$ cat src/sv/assert_macros.svh
// Assertion macros for the flow statistics table RTL.
`ifndef ASSERT_MACROS_SVH
`define ASSERT_MACROS_SVH
`ifndef SYNTHESIS
`define LFST_ASSERT_IMP(label, clk, rst_n, a, b) \
    label: assert property (@(posedge clk) disable iff (!rst_n) (a) |-> (b)) \
        else $error("assertion failed");
`define LFST_ASSERT_NXT(label, clk, rst_n, a, b) \
    label: assert property (@(posedge clk) disable iff (!rst_n) (a) |=> (b)) \
        else $error("assertion failed");
`else
`define LFST_ASSERT_IMP(label, clk, rst_n, a, b)
`define LFST_ASSERT_NXT(label, clk, rst_n, a, b)
`endif
`endif

$ cat src/sv/lfst_pkg.sv
package lfst_pkg;
    localparam int DEF_MAX_FLOWS     = 64;
    localparam int DEF_HISTORY_DEPTH = 64;

    localparam int FUNC_W     = 2;
    localparam int KEY_W      = 40;
    localparam int TIME_W     = 48;
    localparam int LAST_W     = 47;
    localparam int TOTAL_W    = 32;
    localparam int SIZE_W     = 9;
    localparam int TOUCH_W    = 32;
    localparam int CAP_W      = 7;
    localparam int WIN_W      = 20;
    localparam int PKT_W      = 24;
    localparam int BYTE_W     = 33;
    localparam int FLOWCNT_W  = 7;
    localparam int DIVIDEND_W = 38;
    localparam int ELAP_W     = 48;

    localparam logic [FUNC_W-1:0] FUNC_RECORD = 2'd0;
    localparam logic [FUNC_W-1:0] FUNC_QUERY  = 2'd1;
    localparam logic [FUNC_W-1:0] FUNC_CLEAR  = 2'd2;
    localparam logic [FUNC_W-1:0] FUNC_NONE   = 2'd3;

    localparam logic CFG_CAPACITY = 1'b0;
    localparam logic CFG_WINDOW   = 1'b1;

    localparam logic [CAP_W-1:0]      CAP_RESET    = 7'd64;
    localparam logic [WIN_W-1:0]      WIN_RESET    = 20'd1000;
    localparam logic [DIVIDEND_W-1:0] RATE_SCALE   = 38'd256000;
    localparam logic [DIVIDEND_W-1:0] PKT_MAX      = 38'hFFFFFF;
    localparam logic [DIVIDEND_W-1:0] BYTE_MAX     = 38'h1FFFFFFFF;
    localparam logic [TOTAL_W-1:0]    TOTAL_MAX    = 32'hFFFFFFFF;
endpackage

$ cat src/sv/lfst_div.sv
module lfst_div
    import lfst_pkg::*;
(
    input  logic                  clk,
    input  logic                  rst_n,
    input  logic                  start,
    input  logic [DIVIDEND_W-1:0] dividend,
    input  logic [ELAP_W-1:0]     divisor,
    output logic                  done,
    output logic [DIVIDEND_W-1:0] quotient
);
    localparam int STEP_W = $clog2(DIVIDEND_W + 1);

    logic                  busy_reg, busy_next;
    logic                  done_reg, done_next;
    logic [STEP_W-1:0]     step_reg, step_next;
    logic [ELAP_W:0]       rem_reg, rem_next;
    logic [DIVIDEND_W-1:0] quo_reg, quo_next;
    logic [ELAP_W-1:0]     den_reg, den_next;
    logic [ELAP_W:0]       rem_sh;

    always_comb
    begin
        busy_next = busy_reg;
        done_next = 1'b0;
        step_next = step_reg;
        rem_next  = rem_reg;
        quo_next  = quo_reg;
        den_next  = den_reg;
        rem_sh    = {rem_reg[ELAP_W-1:0], quo_reg[DIVIDEND_W-1]};
        if (start)
        begin
            busy_next = 1'b1;
            step_next = '0;
            rem_next  = '0;
            quo_next  = dividend;
            den_next  = divisor;
        end
        else if (busy_reg)
        begin
            if (rem_sh >= {1'b0, den_reg})
            begin
                rem_next = rem_sh - {1'b0, den_reg};
                quo_next = {quo_reg[DIVIDEND_W-2:0], 1'b1};
            end
            else
            begin
                rem_next = rem_sh;
                quo_next = {quo_reg[DIVIDEND_W-2:0], 1'b0};
            end
            step_next = step_reg + 1'b1;
            if (step_reg == STEP_W'(DIVIDEND_W - 1))
            begin
                busy_next = 1'b0;
                done_next = 1'b1;
            end
        end
    end

    always_ff @(posedge clk or negedge rst_n)
    begin
        if (!rst_n)
        begin
            busy_reg <= 1'b0;
            done_reg <= 1'b0;
            step_reg <= '0;
            rem_reg  <= '0;
            quo_reg  <= '0;
            den_reg  <= '0;
        end
        else
        begin
            busy_reg <= busy_next;
            done_reg <= done_next;
            step_reg <= step_next;
            rem_reg  <= rem_next;
            quo_reg  <= quo_next;
            den_reg  <= den_next;
        end
    end

    assign done     = done_reg;
    assign quotient = quo_reg;
endmodule

$ cat config.mk
export PLATFORM = sky130hd
export DESIGN_NAME = lfst_div
export DESIGN_NICKNAME = d
export VERILOG_FILES = /design/src/sv/assert_macros.svh /design/src/sv/lfst_pkg.sv /design/src/sv/lfst_div.sv
export SDC_FILE = /design/constraint.sdc
export NUM_CORES = 1
export LEC_CHECK = 0
export BUFFER_PORTS_ARGS = -buffer_cell sky130_fd_sc_hd__buf_2
export CAP_MARGIN = 20
export CORE_ASPECT_RATIO = 0.5
export CORE_MARGIN = 2
export CORE_UTILIZATION = 55
export CTS_BUF_LIST = sky130_fd_sc_hd__clkbuf_2 sky130_fd_sc_hd__clkbuf_4 sky130_fd_sc_hd__clkbuf_8
export DETAILED_ROUTE_END_ITERATION = 10
export PLACE_DENSITY_LB_ADDON = 0.3
export SYNTH_ARGS = -nofsm -noshare
export SYNTH_HDL_FRONTEND = slang
export SYNTH_SLANG_ARGS = --single-unit
$ cat constraint.sdc
create_clock -name clk -period 5 [get_ports clk]
set_input_delay 1 -clock clk [delete_from_list [all_inputs] [get_ports clk]]
set_output_delay 1 -clock clk [all_outputs]
set_load 0.05 [all_outputs]
After elaboration in Yosys (flattened, before gate mapping)
Index checks and enable logic that the tools add are counted.
{"block": "op_classes", "add_sub_neg": 2, "mux": 14, "order_cmp": 1, "n_eq_ne": 1, "n_reduce_logical": 1}
{"operator": "$mux W48", "n": 3}
{"operator": "$mux W38", "n": 2}
{"operator": "$ge A49 B48 Y1", "n": 1}
{"operator": "$sub A48 B48 Y48", "n": 1}
{"operator": "$mux W6", "n": 2}
{"operator": "$mux W1", "n": 7}
{"operator": "$add A6 B1 Y6 const B", "n": 1}
{"operator": "$eq A6 B6 Y1 const B", "n": 1}
{"operator": "$reduce_bool A2 Y1", "n": 1}
{"block": "totals", "in_bits": 89, "out_inout_bits": 39, "regBits": 142}

Depth between registers and ports, before layout
{"block": "logic_depth", "ltp_word": 4, "ltp_mapped": 14}

Worst setup path before layout
OpenSTA, ideal clock, no wires.
{"block": "synth_timing", "kind": "flip-flop to flip-flop", "start": "reg quo_reg[37] (netlist: quotient[37])", "end": "reg rem_reg[46]", "t_arrival_ns": 2.922, "t_required_ns": 4.860, "setup_ns": 0.140, "stages_incl_launch_ff": 13, "path_slack_ns": 1.938, "cell_sequence": "dfrtp_1 -> inv_1 -> ha_1 -> fa_1 -> nor2b_1 -> o21bai_1 -> a211oi_1 -> or3b_1 -> nand3_1 -> a21oi_1 -> nor3b_1 -> a2111oi_0 -> o22ai_1"}
{"block": "synth_via", "elab_chain_cells": 4}
{"item": "from (decl)", "line": "lfst_div.sv:18", "rtl": "logic [DIVIDEND_W-1:0] quo_reg, quo_next;"}
{"item": "from (signal assigned)", "line": "lfst_div.sv:77", "rtl": "quo_reg <= quo_next;"}
{"item": "$sub A48 B48 Y48 or $ge A49 B48 Y1 (tied branches)", "line": "lfst_div.sv:43, lfst_div.sv:41"}
{"item": "$mux W48 (*)", "line": "lfst_div.sv:41", "rtl": "if (rem_sh >= {1'b0, den_reg})"}
{"item": "$mux W48 (*)", "line": "lfst_div.sv:39", "rtl": "else if (busy_reg)"}
{"item": "$mux W48 (*)", "line": "lfst_div.sv:31", "rtl": "if (start)"}
{"item": "to (signal assigned)", "line": "lfst_div.sv:76", "rtl": "rem_reg <= rem_next;"}
{"item": "to (decl)", "line": "lfst_div.sv:17", "rtl": "logic [ELAP_W:0] rem_reg, rem_next;"}
Mark *: on every way between the ends. The rest lies on a longest branch, timed or not. The select of a mux whose other input is x is not followed.
A chain may end at the register's enable or synchronous reset.

Worst setup path in the final report
{"block": "layout_timing", "start": "reg rem_reg[25]", "end": "reg rem_reg[28]"}
{"block": "layout_via", "elab_chain_cells": 4}
{"item": "$sub A48 B48 Y48 or $ge A49 B48 Y1 (tied branches)", "line": "lfst_div.sv:43, lfst_div.sv:41"}
{"item": "$mux W48 (*)", "line": "lfst_div.sv:41"}
{"item": "$mux W48 (*)", "line": "lfst_div.sv:39"}
{"item": "$mux W48 (*)", "line": "lfst_div.sv:31"}
Marked as above.

==> results.md <==
* Initial antenna violation count at 0
* Async S/R FF share, synth at 100%
* Leakage at roughly 5.2 nW
* Num rows at 33
* Total Wirelength at about 22 mm
* Worst Hold Endpoint: den_reg[0]$_DFFE_PN0P_
* Peak supply drop at 0.000302 V
* Final worst slack at between 1000 and 1500 ps
* Die Area at 17900 µm²
* Post-place instance area at 9930 µm²
* Layout Area Growth over Synthesis at 12.2%
* Relative slew slack at between 40 and 50%
* Number of setup buffers added after CTS at 0
* Number of synthesized flops with an enable pin at 0
* Reg2Reg Setup Slack at 1300 ps
* Starting Density at a little under three fifths
* Top cell type by total area after synthesis: dfrtp_1
* Crit path cell chain: ha_1 > nand4_1 > nor3_1 > nand2_1 > or4_1 > nand3_2 > a31o_1 > buf_4 > mux2i_1 > a211oi_2
* Status: finished clean
* Setup Skew at ~17 ps
* Gate Count Post-Synth at 1092
* FF+latch area at 3560 µm²
* Top-Level Pins at roughly 130
* # Max-Cap Violations at 0
* Hold path cells at 1
* Routed vias/inst at 5.81
* Worst setup path category: register to register
* Reg-to-reg endpoint: rem_reg[28]$_DFFE_PN0P_
* Remaining Overflow, GRT at 0
* Post-CTS sizing at 0
* First-pass GRT wire length at between 30 and 40 mm
* N_diodes at 0
* CP arrival at 4010 ps
* Maximum achievable frequency at approximately 270 MHz
* Synth Flop Type: dfrtp_1
* Clock buffer depth at 2
* Slew Limit Fails at 0
* CTS hold repair buffers at 0
* CTS tree: done
* Cells on worst reg2reg path at 10
* Hold Crit Class: register to register
* Vert. Die Dim at 95.7 µm
* CP bufs+invs at 1
* Netlist Area Pre-Place at 9250 µm²
* Setup violations, final at 0
* Final HPWL DP at 15.7 mm
* Pre-CTS setup slack at 1340 ps
* Final Core Density at a little over three fifths
* Routed Antenna Nets at 0
* Placer Congestion at 0.934
* Seq/Total Area, Yosys at between 30% and 40%
* Share of cells above drive strength 1 at 15.4%
* Fin. Hold Viols at 0
* Average wire per standard cell at 15.6 µm
* Final layout net count at around 1300
* Drt pass-1 iters at 5
* Remaining DRCs at 0
* Syn_area_per_cell at 8.47 µm²
* Setup TNS at 0 ps
* PortBufs at ~130
* PnR Total Power at just under 6 mW
* TritonCTS buffer count at 17
* Vias in the first global route at 8016
* Tot GR Track Use at 25.3%
* Multi-input combinational cell area at 5140 µm²
* Hold Startpoint: den_reg[0]$_DFFE_PN0P_
* Final instance area at 10400 µm²
* Routed via count at approximately 8200
* Fillers at 1400
* Synth unique cells at 70
* Peak per-stage delay on the critical path at 480 ps
* Core box area at 16400 µm²
* CTS Sinks at 142
* Clk root buf: clkbuf_8
* Worst-Margin Slew at 899 ps
* Detailed router's first-iteration violation count at 589
* Crit share post-route at 74.0%
* Min Tclk post-route at between 3000 and 4000 ps
* Crit end category: register
* Reg2Reg Launch Point: rem_reg[25]$_DFFE_PN0P_
* Power per cell area at approximately 560 nW/µm²
* Req. time, crit path at 5310 ps
* Critical path's slowest cell: nor3_1
* RSZ-0062 raised after global routing: no
* Synth area leaders: dfrtp_1 (38%), nand2_1 (7.9%), ha_1 (6.8%)
* Clk_lat worst skew at 460 ps
* YS warnings at 0
* Seq cells post-synth at 142
* Chip width at between 150 and 200 µm
* Top delay family on crit path: simple AND/OR/NAND/NOR gates
* Clock Pin Slew Worst Setup and Hold Paths at 90 ps
* Largest net degree at the start of global routing at 125
* Area share of the largest cell type after synthesis at a little under two fifths
* Max H-tree Level at 4
* Post-synth net total at between 1000 and 1500
* Critical-path maximum fanout at 31
* Worst setup SP type: register
## through the flow
step                      instances  hold WS, ps
after floorplan                1092          472
after global placement         1386          499
after detailed placement       1386          504
after CTS                      1418          524
after global routing           1418          544
final                          1418          522
## final cells by class
type	count	share of cell area, %
Sequential cell	142	34.3
Clock buffer	18	2.33
Tap cell	227	2.74
Multi-Input combinational cell	816	49.5
Clock inverter	14	1.98
Inverter	67	2.42
Timing Repair Buffer	134	6.75
## cell families (layout without fill, tap and decap cells)
logic type,Yosys count,count (layout),synth area share (%)
flip-flops,142,142,38.4
buffers and inverters,134,233,6.04
AND/OR/NAND/NOR,366,366,17.7
XOR/XNOR,41,41,3.88
AO/OA/AOI/OAI,313,313,22.1
multiplexers,45,45,4.91
adder cells (fa/ha/maj),51,51,6.98
## cells in the mapped netlist, types with 4 or more instances
master	number
or3_1	5
inv_1	67
and4_1	4
a311oi_1	34
o21ai_1	4
nor3_1	9
o21bai_1	19
o21ai_0	115
and3_1	6
a211oi_1	9
xor2_1	14
o211ai_1	5
nor2_1	76
o22ai_1	4
buf_6	5
a41oi_1	4
xnor2_1	27
nand2b_1	6
a31oi_1	7
nand3_1	14
nor2b_1	7
and2_1	4
nand4_1	20
a21oi_1	61
ha_1	50
a21o_1	17
clkbuf_1	48
buf_2	9
nor3b_1	4
mux2i_1	42
nand2_1	195
o21a_1	5
dfrtp_1	142
## where the power goes
group	internal (mW)	total (mW)	switching, mW
sequential	1.39	1.57	0.185
clock	0.559	1.06	0.502
combinational	1.22	3.19	1.97
total	3.17	5.82	2.65
## cell usage in the layout (no fill, tap or decap), types with 5 or more instances in the layout
cell,count
a21oi_1,61
inv_1,67
nand2b_1,6
nand3_1,14
o21a_1,5
nor3_1,9
o21ai_0,115
xor2_1,14
and3_1,6
a21o_1,17
nand2_1,195
or3_1,5
o211ai_1,5
buf_2,125
a311oi_1,34
xnor2_1,27
buf_4,7
nor2b_1,7
nor2_1,76
a211oi_1,9
nand4_1,20
mux2i_1,42
dfrtp_1,141
ha_1,50
o21bai_1,19
clkbuf_8,17
a31oi_1,7
## worst max-delay path by stage
stage	start	endpoint	slack, ps	cells past startpoint
finish	rem_reg[25]$_DFFE_PN0P_	rem_reg[28]$_DFFE_PN0P_	1300	10
global route	rem_reg[25]$_DFFE_PN0P_	rem_reg[11]$_DFFE_PN0P_	1110	10
CTS	rem_reg[13]$_DFFE_PN0P_	rem_reg[34]$_DFFE_PN0P_	1320	11
detailed placement	rem_reg[13]$_DFFE_PN0P_	rem_reg[34]$_DFFE_PN0P_	1340	11
global placement	rem_reg[13]$_DFFE_PN0P_	rem_reg[38]$_DFFE_PN0P_	1390	11
floorplan	quotient[37]$_DFFE_PN0P_	rem_reg[46]$_DFFE_PN0P_	1940	12
## routing by layer
| layer | wire length [µm] | global-route usage [%] |
|---|---|---|
| met1 | 10300 | 34.5 |
| met2 | 10200 | 42.0 |
| met3 | 1490 | 5.80 |
| met4 | 146 | 5.25 |
| met5 | 0 | 0 |
(Power assumes the default switching activity.)
